`src/sv/cird_pkg.sv`:
```
`default_nettype none

package cird_pkg;

  // Access kinds on the processor side.
  localparam logic KIND_READ  = 1'b0;
  localparam logic KIND_WRITE = 1'b1;

  // I/O page offsets.
  localparam logic [7:0] OFF_ATA_LO      = 8'h20;
  localparam logic [7:0] OFF_ATA_HI      = 8'h2f;
  localparam logic [7:0] OFF_PAIR_LO     = 8'h28;
  localparam logic [7:0] OFF_PAIR_HI     = 8'h29;
  localparam logic [7:0] OFF_DATA_LO     = 8'h30;
  localparam logic [7:0] OFF_DATA_HI     = 8'h31;
  localparam logic [7:0] OFF_STATUS      = 8'h32;
  localparam logic [7:0] OFF_BANK_OLD_HI = 8'h35;
  localparam logic [7:0] OFF_ID          = 8'h5d;
  localparam logic [7:0] OFF_STATUS2     = 8'h5e;
  localparam logic [7:0] OFF_RTC         = 8'h5f;
  localparam logic [7:0] OFF_ROM_LO      = 8'h60;
  localparam logic [7:0] OFF_BANK_NEW_HI = 8'h67;
  localparam logic [7:0] OFF_KILL        = 8'hfb;
  localparam logic [7:0] OFF_MODE_LO     = 8'hfc;

  // Fixed values seen on the bus.
  localparam logic [16:0] ROM_WINDOW_BASE = 17'h01e00;
  localparam logic [7:0]  ID_BYTE         = 8'hff;
  localparam logic [7:0]  STATUS2_MASK    = 8'hc0;
  localparam logic [7:0]  STATUS_OLD_TAG  = 8'h10;
  localparam logic [7:0]  STATUS_NEW_TAG  = 8'h20;

  // Kill register bits.
  localparam int unsigned KILL_BIT  = 0;
  localparam int unsigned CLOCK_BIT = 1;

  typedef enum logic [1:0] {
    ATA_NONE  = 2'd0,
    ATA_READ  = 2'd1,
    ATA_WRITE = 2'd2
  } ata_action_e;

  typedef enum logic [1:0] {
    RTC_NONE      = 2'd0,
    RTC_READ_BIT  = 2'd1,
    RTC_WRITE_BIT = 2'd2,
    RTC_CE_DROP   = 2'd3
  } rtc_action_e;

  typedef enum logic [1:0] {
    MODE_8K   = 2'd0,
    MODE_16K  = 2'd1,
    MODE_STD  = 2'd2,
    MODE_OPEN = 2'd3
  } map_mode_e;

  typedef struct packed {
    logic        kind;
    logic [7:0]  offset;
    logic [7:0]  write_data;
    logic [15:0] ata_read_data;
    logic        rtc_data_in;
    logic [7:0]  open_bus_data;
  } in_beat_t;

  typedef struct packed {
    logic [7:0]  read_data;
    logic        bus_claimed;
    logic        rom_read;
    logic [16:0] rom_address;
    ata_action_e ata_action;
    logic [3:0]  ata_register;
    logic [15:0] ata_write_data;
    logic        drive_pair;
    rtc_action_e rtc_action;
    logic        map_update;
    map_mode_e   map_mode;
    logic [2:0]  map_bank;
  } out_beat_t;

endpackage

`default_nettype wire

```
`src/sv/cartridge_io_register_decoder.sv`:
```
// Cartridge I/O page register decoder.
//
// The input channel (in_valid_i / in_ready_o / in_data_i) carries one
// processor bus access per beat: kind, page offset, write byte, the drives'
// read value, the clock chip data line and the floating bus value. The
// output channel (out_valid_o / out_ready_i / out_data_o) returns one result
// beat per access with read data, bus claim, ROM window address, drive and
// clock chip actions and the memory map state after the access.
// An access accepted into the input register is decoded there, and its result
// enters the output register when that register is free. One access is taken
// every cycle while the receiver keeps up; the rate is set by the single
// decode stage between the two registers.
// When the receiver stalls, the result is held and the input register still
// takes one more beat; further beats wait until the output register drains.
// cfg_we_i writes the layout select (cfg_wdata_i); the user must write it only while the block is idle (not enforced).
// Reset clears the kill register, bank, memory mode, pair select and both
// data latches and selects the old register layout.

`default_nettype none

module cartridge_io_register_decoder (
  input  wire logic                clk_i,
  input  wire logic                rst_ni,
  input  wire logic                in_valid_i,
  output logic                     in_ready_o,
  input  wire cird_pkg::in_beat_t  in_data_i,
  output logic                     out_valid_o,
  input  wire logic                out_ready_i,
  output cird_pkg::out_beat_t      out_data_o,
  input  wire logic                cfg_we_i,
  input  wire logic                cfg_wdata_i
);

  // Pipeline control and payload registers.
  logic                s1_valid_q;
  cird_pkg::in_beat_t  s1_beat_q;
  logic                out_valid_q;
  cird_pkg::out_beat_t out_beat_q, out_beat_d;
  logic                out_free;
  logic                s1_fire;

  // Architectural state.
  logic                v4_q;
  logic [7:0]          kill_q, kill_d;
  logic [2:0]          bank_q, bank_d;
  cird_pkg::map_mode_e mode_q, mode_d;
  logic                pair_q, pair_d;
  logic [15:0]         rlatch_q, rlatch_d;
  logic [15:0]         wlatch_q, wlatch_d;

  // Decode helpers.
  logic [7:0]          off;
  logic                v4;
  logic                killed;
  logic                in_ata;
  logic [15:0]         wlatch_lo;
  logic [7:0]          status_byte;

  assign out_free    = !out_valid_q || out_ready_i;
  assign s1_fire     = s1_valid_q && out_free;
  assign in_ready_o  = !s1_valid_q || out_free;
  assign out_valid_o = out_valid_q;
  assign out_data_o  = out_beat_q;

  // Handshake registers.
  always_ff @(posedge clk_i or negedge rst_ni) begin
    if (!rst_ni) begin
      s1_valid_q  <= 1'b0;
      out_valid_q <= 1'b0;
    end else begin
      if (in_ready_o) begin
        s1_valid_q <= in_valid_i;
      end
      if (out_free) begin
        out_valid_q <= s1_valid_q;
      end
    end
  end

  // Payload registers.
  always_ff @(posedge clk_i) begin
    if (in_valid_i && in_ready_o) begin
      s1_beat_q <= in_data_i;
    end
    if (s1_fire) begin
      out_beat_q <= out_beat_d;
    end
  end

  // State registers: layout select on a config write, the rest as an access moves into the output register.
  always_ff @(posedge clk_i or negedge rst_ni) begin
    if (!rst_ni) begin
      v4_q     <= 1'b0;
      kill_q   <= '0;
      bank_q   <= '0;
      mode_q   <= cird_pkg::MODE_8K;
      pair_q   <= 1'b0;
      rlatch_q <= '0;
      wlatch_q <= '0;
    end else begin
      if (cfg_we_i) begin
        v4_q <= cfg_wdata_i;
      end
      if (s1_fire) begin
        kill_q   <= kill_d;
        bank_q   <= bank_d;
        mode_q   <= mode_d;
        pair_q   <= pair_d;
        rlatch_q <= rlatch_d;
        wlatch_q <= wlatch_d;
      end
    end
  end

  assign off       = s1_beat_q.offset;
  assign v4        = v4_q;
  assign killed    = kill_q[cird_pkg::KILL_BIT] && (off >= cird_pkg::OFF_RTC);
  assign in_ata    = (off >= cird_pkg::OFF_ATA_LO) && (off <= cird_pkg::OFF_ATA_HI);
  assign wlatch_lo = {wlatch_q[15:8], s1_beat_q.write_data};

  // Status byte: layout tag, bank and memory mode lines.
  assign status_byte = (v4 ? cird_pkg::STATUS_NEW_TAG : cird_pkg::STATUS_OLD_TAG)
                     | {3'b000, bank_q, 2'b00}
                     | {6'b000000, ~mode_q[0], mode_q[1]};

  // Access decode.
  always_comb begin
    kill_d   = kill_q;
    bank_d   = bank_q;
    mode_d   = mode_q;
    pair_d   = pair_q;
    rlatch_d = rlatch_q;
    wlatch_d = wlatch_q;

    out_beat_d                = '0;
    out_beat_d.ata_action     = cird_pkg::ATA_NONE;
    out_beat_d.rtc_action     = cird_pkg::RTC_NONE;
    out_beat_d.map_mode       = cird_pkg::MODE_8K;

    if (s1_beat_q.kind == cird_pkg::KIND_READ) begin
      // Read side: default answer is open bus, unclaimed.
      out_beat_d.read_data = s1_beat_q.open_bus_data;
      if (killed) begin
        out_beat_d.read_data = s1_beat_q.open_bus_data;
      end else if (off >= cird_pkg::OFF_ROM_LO) begin
        out_beat_d.read_data   = '0;
        out_beat_d.bus_claimed = 1'b1;
        out_beat_d.rom_read    = 1'b1;
        out_beat_d.rom_address = {9'b0, off} | cird_pkg::ROM_WINDOW_BASE
                               | {bank_q, 14'b0};
      end else if (in_ata) begin
        rlatch_d                = s1_beat_q.ata_read_data;
        out_beat_d.ata_action   = cird_pkg::ATA_READ;
        out_beat_d.ata_register = off[3:0];
        if (v4) begin
          out_beat_d.read_data   = s1_beat_q.ata_read_data[7:0];
          out_beat_d.bus_claimed = 1'b1;
        end
      end else if (off == cird_pkg::OFF_DATA_LO && !v4) begin
        out_beat_d.read_data   = rlatch_q[7:0];
        out_beat_d.bus_claimed = 1'b1;
      end else if (off == cird_pkg::OFF_DATA_HI) begin
        out_beat_d.read_data   = rlatch_q[15:8];
        out_beat_d.bus_claimed = 1'b1;
      end else if (off == cird_pkg::OFF_STATUS) begin
        out_beat_d.read_data   = status_byte;
        out_beat_d.bus_claimed = 1'b1;
      end else if (off == cird_pkg::OFF_ID && v4) begin
        out_beat_d.read_data   = cird_pkg::ID_BYTE;
        out_beat_d.bus_claimed = 1'b1;
      end else if (off == cird_pkg::OFF_STATUS2 && v4) begin
        out_beat_d.read_data   = cird_pkg::STATUS2_MASK | s1_beat_q.open_bus_data;
        out_beat_d.bus_claimed = 1'b1;
      end else if (off == cird_pkg::OFF_RTC) begin
        out_beat_d.bus_claimed = 1'b1;
        if (kill_q[cird_pkg::CLOCK_BIT]) begin
          out_beat_d.read_data  = {s1_beat_q.open_bus_data[7:1], s1_beat_q.rtc_data_in};
          out_beat_d.rtc_action = cird_pkg::RTC_READ_BIT;
        end
      end
    end else if (!killed) begin
      // Write side.
      if (in_ata) begin
        if (off == cird_pkg::OFF_PAIR_LO || off == cird_pkg::OFF_PAIR_HI) begin
          pair_d = off[0];
        end
        if (v4) begin
          wlatch_d = wlatch_lo;
        end
        out_beat_d.ata_action     = cird_pkg::ATA_WRITE;
        out_beat_d.ata_register   = off[3:0];
        out_beat_d.ata_write_data = v4 ? wlatch_lo : wlatch_q;
      end else if (off == cird_pkg::OFF_DATA_LO) begin
        if (!v4) begin
          wlatch_d = wlatch_lo;
        end
      end else if (off == cird_pkg::OFF_DATA_HI) begin
        wlatch_d = {s1_beat_q.write_data, wlatch_q[7:0]};
      end else if (off >= cird_pkg::OFF_STATUS && off <= cird_pkg::OFF_BANK_OLD_HI) begin
        // Old layout bank select: offsets map to banks zero to three.
        if (!v4) begin
          bank_d = {1'b0, off[1:0] ^ 2'b10};
        end
        out_beat_d.map_update = 1'b1;
      end else if (off == cird_pkg::OFF_RTC) begin
        if (kill_q[cird_pkg::CLOCK_BIT]) begin
          out_beat_d.rtc_action = cird_pkg::RTC_WRITE_BIT;
        end else begin
          out_beat_d.map_update = 1'b1;
        end
      end else if (off >= cird_pkg::OFF_ROM_LO && off <= cird_pkg::OFF_BANK_NEW_HI) begin
        if (v4) begin
          bank_d = off[2:0];
        end
        out_beat_d.map_update = 1'b1;
      end else if (off == cird_pkg::OFF_KILL) begin
        // Enabling the clock chip drops its chip enable first.
        if (!kill_q[cird_pkg::CLOCK_BIT] && s1_beat_q.write_data[cird_pkg::CLOCK_BIT]) begin
          out_beat_d.rtc_action = cird_pkg::RTC_CE_DROP;
        end
        kill_d = s1_beat_q.write_data;
        if (s1_beat_q.write_data[cird_pkg::KILL_BIT]) begin
          mode_d                = cird_pkg::MODE_STD;
          out_beat_d.map_update = 1'b1;
        end
      end else if (off >= cird_pkg::OFF_MODE_LO) begin
        mode_d                = cird_pkg::map_mode_e'(off[1:0] ^ 2'b01);
        out_beat_d.map_update = 1'b1;
      end
    end

    // State after the access.
    out_beat_d.drive_pair = pair_d;
    out_beat_d.map_mode   = mode_d;
    out_beat_d.map_bank   = bank_d;
  end

`ifndef SYNTHESIS
  // Once the cartridge is killed it stays killed until reset.
  assert property (@(posedge clk_i) disable iff (!rst_ni)
    kill_q[cird_pkg::KILL_BIT] |=> kill_q[cird_pkg::KILL_BIT])
    else $error("kill bit cleared without reset");

  // An empty output register never blocks the input side.
  assert property (@(posedge clk_i) disable iff (!rst_ni)
    !out_valid_q |-> in_ready_o)
    else $error("input stalled with empty output register");

  // ROM window reads are always claimed and carry no drive access.
  assert property (@(posedge clk_i) disable iff (!rst_ni)
    out_valid_q && out_beat_q.rom_read |->
      out_beat_q.bus_claimed && out_beat_q.ata_action == cird_pkg::ATA_NONE)
    else $error("ROM window read decoded inconsistently");

  // No drive access means zero register number and write data.
  assert property (@(posedge clk_i) disable iff (!rst_ni)
    out_valid_q && out_beat_q.ata_action == cird_pkg::ATA_NONE |->
      out_beat_q.ata_register == '0 && out_beat_q.ata_write_data == '0)
    else $error("drive fields set without a drive access");

  // Kill, bank and write latch change only when an access moves to the output register.
  assert property (@(posedge clk_i) disable iff (!rst_ni)
    !s1_fire |=> $stable(kill_q) && $stable(bank_q) && $stable(wlatch_q))
    else $error("state changed without an access");
`endif

endmodule

`default_nettype wire

```
`config.mk`:
```
export PLATFORM = sky130hd
export DESIGN_NAME = cartridge_io_register_decoder
export DESIGN_NICKNAME = d
export VERILOG_FILES = /design/src/sv/cird_pkg.sv /design/src/sv/cartridge_io_register_decoder.sv
export SDC_FILE = /design/constraint.sdc
export NUM_CORES = 1
export LEC_CHECK = 0
export BUFFER_PORTS_ARGS = -buffer_cell sky130_fd_sc_hd__buf_4
export CORE_MARGIN = 2
export CORE_UTILIZATION = 50
export CTS_CLUSTER_DIAMETER = 200
export DETAILED_ROUTE_END_ITERATION = 10
export PLACE_DENSITY = 0.72
export RECOVER_POWER = 25
export SLEW_MARGIN = 20
export SYNTH_ARGS = -nofsm -noshare
export SYNTH_HDL_FRONTEND = slang
export SYNTH_SLANG_ARGS = --single-unit
```
`constraint.sdc`:
```
create_clock -name clk_i -period 7.7 [get_ports clk_i]
set_input_delay 0.77 -clock clk_i [delete_from_list [all_inputs] [get_ports clk_i]]
set_output_delay 0.77 -clock clk_i [all_outputs]
set_load 0.01 [all_outputs]
```
==> flow_summary.yaml, run 1 <==
outcome:
  status: "complete, but fails checks"
  violations: "max-capacitance violations, max-slew violations"
timing:
  timing.hold.ws_ns: 0.475
  setup_viol: 0
  min_period_ns: 2.90
  hold_viol_final: 0
  max_freq_mhz: 345
  tightestPinTransition_ns: 2.53
  tns_ns: 0
  post-route-period-util: 0.377
  fin_skew_ns: 0.00655
  rsz0062_at_grt: "false"
  drv_slew: 44
  max_slew_margin: -0.684
clock_network:
  clk_path_buf_depth: 2
  cts_tree: "built"
  clockRootBuffer: "clkbuf_16"
  postCtsSetupRepairBufs: 0
  clkTransAtPathRegs_ns: 0.06
  clkSinkCount: 138
  insertion_delay_ns: 0.42
  cts_buffers: 17
  cts_hold_buf: 0
  cts_resized: 0
  htreeDepth: 4
final_layout:
  finalNonFillerCells: 762
  drive_gt1_frac: 0.305
  fillers: 891
  nNetsFinal: 629
  diodes: 0
  syn2layout_area_growth_pct: 24.1
worst_setup_path:
  critPathLaunchType: "flip-flop"
  end_kind: "flip-flop"
  critPathTopFamily: "compound AO/OA/AOI/OAI gates"
  path_class: "reg -> reg"
  r2r_slack_ns: 4.80
  cp_max_fo: 13
  crit_required_ns: 7.96
  critPathMaxStageDelay_ns: 0.62
  cp_slowest_cell: "nor2_1"
  path_buf_inv: 0
  path_cells: "a21oi_1, or2b_1, nor2_1, o221ai_1, o21ai_0"
  arrival_ns: 3.16
route:
  first_iter_violations: 324
  wl_per_cell_um: 18.5
  drt_pass1_iterations: 6
  drcViolationCount: 0
  wl_um: 14100
  vias: 4343
  drt-vias-per-instance: 5.70
  ant_nets: 0
die:
  dieArea_sq_um: 13400
  die_w_um: 116
  start_util: 0.516
  coreArea_sq_um: 12100
  row_count: 40
  io_pins: 108
  fp.dieH_um: 116
synthesis:
  avgSynthCellArea_sq_um: 12.9
  yosysWarnings: 0
  async_flop_share: 0.312
  postSynthCellCount: 484
  ys_seq_elements: 138
  synth-main-ff-cell: "edfxtp_1"
  yosysUniqueCellTypes: 71
  yosysSeqAreaShare: 0.632
  synth_area_sq_um: 6220
  synth_edf_count: 95
pwr:
  combPwrFrac: 0.090
  p_leak_uw: 0.00313
  p_clk_frac: 0.449
  power_uw: 1960
  internal_power_uw: 1540
  power_per_cell_area_nw_per_um2: 254
  seq_power_share: 0.461
  p_switching_uw: 427
  swShare: 0.217
  ir_drop_v: 0.000124
job:
  maxCapViolations: 1
grt:
  grt_usage: 0.221
  met2_usage: 0.349
  grt_pass1_wl_um: 21900
  grt_pass1_vias: 4247
  antenna_found_initial: 0
  grt_max_degree: 45
  top_usage_layer: "met2"
  gr-usage-met3: 0.0460
  gr-usage-met1: 0.288
  grt_overflow_total: 0
place:
  gp_congestion: 0.937
  hpwlAfterDp_um: 9620
  port_buffers: 105
  placed_cells: 730
hold_path:
  hold_class: "reg -> reg"
power by group through the flow:
stage	clock network, uW	logic (uW)	registers (uW)
after detailed placement	0	178	919
after global placement	0	176	916
after floorplan	0	103	907
final	881	177	906
after global routing	926	192	911
after CTS	891	179	905
per-stage QoR:
step                setup WS [ns]  utilization  cell area (sq um)
detailed placement           4.72        0.587               7080
global placement             4.87        0.587               7080
finish                       4.80        0.640               7720
CTS                          4.68        0.640               7710
floorplan                    4.80            -               6220
global route                 4.55        0.640               7720
worst register-to-register path, cell delays in order, from the launching register on:
cell and delay, ns:
edfxtp_1 0.56, a21oi_1 0.61, or2b_1 0.30, nor2_1 0.62, o221ai_1 0.39, o21ai_0 0.25
per-layer routing:
layer  wire [um]  share of wire  vias up
li1            -              -     2000
met1        5950           0.42     2092
met2        6750           0.48      205
met3         929          0.066       46
met4         493          0.035        0
met5           0              0        -
Yosys cell counts, types with 2 or more instances:
| cell | instances | area, sq um |
|---|---|---|
| mux2_2 | 19 | 214 |
| a221o_1 | 2 | 20.0 |
| clkbuf_1 | 7 | 26.3 |
| a31oi_1 | 7 | 43.8 |
| mux2_4 | 10 | 150 |
| a2bb2oi_1 | 2 | 17.5 |
| clkbuf_2 | 2 | 10.0 |
| a32o_1 | 3 | 30.0 |
| buf_1 | 6 | 22.5 |
| o221ai_1 | 4 | 35.0 |
| a21oi_1 | 18 | 90.1 |
| dfrtp_1 | 43 | 1080 |
| buf_6 | 4 | 45.0 |
| inv_1 | 16 | 60.1 |
| buf_2 | 7 | 35.0 |
| buf_4 | 5 | 37.5 |
| nand4_1 | 5 | 31.3 |
| nor4_1 | 5 | 31.3 |
| and2_1 | 19 | 119 |
| or3_1 | 4 | 25.0 |
| nand2b_1 | 8 | 50.1 |
| nand4bb_1 | 2 | 22.5 |
| or2_2 | 2 | 12.5 |
| nor2_1 | 32 | 120 |
| a32oi_1 | 4 | 35.0 |
| a21o_1 | 2 | 15.0 |
| nand2_1 | 30 | 113 |
| edfxtp_1 | 95 | 2850 |
| o21ai_0 | 21 | 105 |
| mux2i_1 | 13 | 130 |
| nand3_2 | 2 | 20.0 |
| nand3b_1 | 2 | 15.0 |
| o2bb2ai_1 | 6 | 52.6 |
| nor3_1 | 15 | 75.1 |
| and3_1 | 2 | 12.5 |
| nand3_1 | 25 | 125 |
registers in the layout, summed over array words and instances, names as in the netlist:
name	cells
out_data_o	53
kill_q	2
bank_q	3
mode_q	2
pair_q	1
s1_beat_q	34
out_valid_o	1
wlatch_q	16
off	8
v4	1
rlatch_q	16
s1_valid_q	1
placed cells by master (no fill, tap or decap), types with 6 or more instances in the layout:
cell / count
inv_1: 15
dfrtp_1: 43
clkbuf_16: 17
mux2_4: 10
nor3_1: 15
mux2i_1: 13
nand2_1: 30
nand2b_1: 8
clkbuf_4: 43
nor2_1: 32
a31oi_1: 7
o2bb2ai_1: 6
o21ai_0: 21
edfxtp_1: 95
a21oi_1: 18
buf_4: 64
and2_1: 18
mux2_2: 19
nand3_1: 25
cell families (layout without fill, tap and decap cells):
logic type	after synthesis	in the layout	synth area share
XOR/XNOR	2	2	0.00282
AND/OR/NAND/NOR	167	167	0.148
flip-flops	138	138	0.632
other	1	2	0.000603
AO/OA/AOI/OAI	85	85	0.0971
buffers and inverters	48	157	0.0386
multiplexers	43	43	0.0813
area by class of cell:
type | instances | area [sq um] | area share
repair buffers | 108 | 807 | 0.105
clock buffers | 23 | 468 | 0.0606
multi-input cells | 299 | 2070 | 0.268
inverters | 17 | 63.8 | 0.00827
flip-flops and latches | 138 | 3930 | 0.509
well taps | 168 | 210 | 0.0272
clock inverters | 9 | 170 | 0.0220
path summary, 6_finish.rpt:
check,from,to,cells past startpoint
hold reg to reg,s1_beat_q[19]$_DFFE_PP_,rlatch_q[10]$_DFFE_PN0P_,1
hold / removal,s1_beat_q[19]$_DFFE_PP_,rlatch_q[10]$_DFFE_PN0P_,1
min in group asynchronous,rst_ni,rlatch_q[2]$_DFFE_PN0P_,1
max in group asynchronous,rst_ni,rlatch_q[5]$_DFFE_PN0P_,1
setup / recovery,off[7]$_DFFE_PP_,out_data_o[54]$_SDFFCE_PP0P_,5
setup reg to reg,off[7]$_DFFE_PP_,out_data_o[54]$_SDFFCE_PP0P_,5
(Power assumes the default switching activity.)
==> run 2: changes to the inputs <==
clock period = 2.83 ns   (was 7.7 ns; I/O delays follow)
==> run 2 against run 1 <==
Against the previous run: the flow now finishes without violations; sequential share of layout area shrank 0.92 points; fmax grew 22%; clock-buffer cell count shrank 2; critical endpoint is now out_data_o[53]$_SDFFCE_PP0P_; setup slack lost 4.3 ns; highest routed layer unchanged.
==> flow_summary.yaml, run 2 (same netlist as run 1, synthesis figures left out) <==
outcome:
  status: "finished, final reports clean"
worst_setup_path:
  end_kind: "flip-flop"
  path_class: "reg -> reg"
  rr_endpoint: "out_data_o[53]$_SDFFCE_PP0P_"
  crit_required_ns: 3.00
  critPathLaunchType: "flip-flop"
  r2r_slack_ns: 0.46
  cp_max_fo: 13
  arrival_ns: 2.55
  r2r-start: "off[7]$_DFFE_PP_"
  reg2reg_depth: 6
clock_network:
  insertion_delay_ns: 0.42
  postCtsSetupRepairBufs: 0
  cts_tree: "built"
  cts_resized: 0
  clkTransAtPathRegs_ns: 0.06
  clockRootBuffer: "clkbuf_16"
  htreeDepth: 4
  cts_buffers: 17
  clkSinkCount: 138
  cts_hold_buf: 1
  clk_path_buf_depth: 2
timing:
  tightestPinTransition_ns: 1.15
  drv_slew: 0
  setup_viol: 0
  hold_viol_final: 0
  tns_ns: 0
  post-route-period-util: 0.839
  min_period_ns: 2.37
  rsz0062_at_grt: "false"
  fin_ws_ns: 0.455
  max_slew_margin: 0.236
  fin_skew_ns: 0.00564
  max_freq_mhz: 421
hold_path:
  worstHoldStart: "cfg_we_i"
  whs_path_depth: 2
  worstHoldEndpoint: "v4$_DFFE_PN0P_"
  hold_class: "in -> reg"
grt:
  grt_max_degree: 44
  grt_pass1_vias: 4383
  antenna_found_initial: 0
  grt_pass1_wl_um: 23000
  grt_overflow_total: 0
  grt_usage: 0.234
place:
  gp_congestion: 0.967
  port_buffers: 105
  dp_slack_ns: 0.485
  hpwlAfterDp_um: 10400
final_layout:
  mostFrequentLayoutCells: "95 x edfxtp_1, 84 x buf_4, 43 x dfrtp_1"
  diodes: 0
  fillers: 898
  nNetsFinal: 650
  final_common_cell: "edfxtp_1"
  largest_reg_flops: 53
  drive_gt1_frac: 0.334
  syn2layout_area_growth_pct: 26.3
pwr:
  power_per_cell_area_nw_per_um2: 668
  p_leak_uw: 0.00323
  ir_drop_v: 0.000369
job:
  maxCapViolations: 0
route:
  wl_per_cell_um: 18.8
  top_layer: "met4"
  wl_um: 14700
  drcViolationCount: 0
  wl_met3_um: 911
  ant_nets: 0
  vias: 4429
  drt_pass1_iterations: 5
  first_iter_violations: 234
  wl_met2_um: 7570
  met1_length_um: 5910
  drt-vias-per-instance: 5.66
die:
  row_count: 40
  fp.dieH_um: 116
  start_util: 0.516
  dieArea_sq_um: 13400
  coreArea_sq_um: 12100
  die_w_um: 116
  io_pins: 108
-- run 2: cell count changes in the layout (fill, tap and decap cells not counted), sizes merged --
cell,previous run,this run
buf,64,85
clkbuf,67,64
bufinv,5,3
clkinv,4,6
dlygate4sd3,0,1
inv,16,17
-- run 2: routing by layer --
metal | up-vias | track usage
li1 | 2038 | -
met1 | 2192 | 0.299
met2 | 173 | 0.396
met3 | 26 | 0.0481
met4 | 0 | 0.0876
met5 | - | 0
-- run 2: worst max path at each step --
stage	from	end	slack (ns)	depth (start not counted)
finish	off[7]$_DFFE_PP_	out_data_o[53]$_SDFFCE_PP0P_	0.46	6
global route	off[6]$_DFFE_PP_	out_data_o[53]$_SDFFCE_PP0P_	0.34	6
CTS	off[7]$_DFFE_PP_	out_data_o[53]$_SDFFCE_PP0P_	0.49	6
detailed placement	off[7]$_DFFE_PP_	out_data_o[53]$_SDFFCE_PP0P_	0.49	6
global placement	off[7]$_DFFE_PP_	out_data_o[52]$_SDFFCE_PP0P_	0.55	6
floorplan	out_valid_o$_DFFE_PN0P_	rlatch_q[10]$_DFFE_PN0P_	0.30	6
-- run 2: worst max-delay path, cell delays in order, from the launching register on --
cell and delay (ns):
edfxtp_1 0.55, nand4bb_1 0.37, buf_4 0.24, or4_1 0.50, a2bb2oi_1 0.15, a32oi_1 0.21
o21ai_0 0.10
-- run 2: stage by stage --
step / cells / util / power [uW] / hold slack, ns / cell area (sq um)
6_report: 782 / 0.652 / 5250 / 0.0496 / 7860
5_1_grt: 782 / 0.652 / 5430 / 0.0466 / 7860
4_1_cts: 782 / 0.652 / 5280 / 0.0241 / 7860
3_5_place_dp: 750 / 0.600 / 3010 / 0.323 / 7240
3_3_place_gp: 750 / 0.600 / 2990 / 0.314 / 7240
2_1_floorplan: 485 / - / 2750 / -0.0126 / 6220
-- run 2: report_power, final --
group          leakage, uW  switching [uW]  total (uW)  internal (uW)
clock network     0.000299             829        2280           1450
registers          0.00145             107        2450           2340
logic              0.00148             264         518            254
total              0.00323            1200        5250           4050
-- run 2: final cells by class --
class                      count  area (sq um)  share of cell area
clock buffer                  21           470              0.0599
tap                          168           210              0.0267
clock inverter                10           143              0.0181
multi-input combinational    299          2060               0.262
inverter                      17          63.8             0.00812
sequential                   138          3930               0.500
timing repair buffer         129           981               0.125
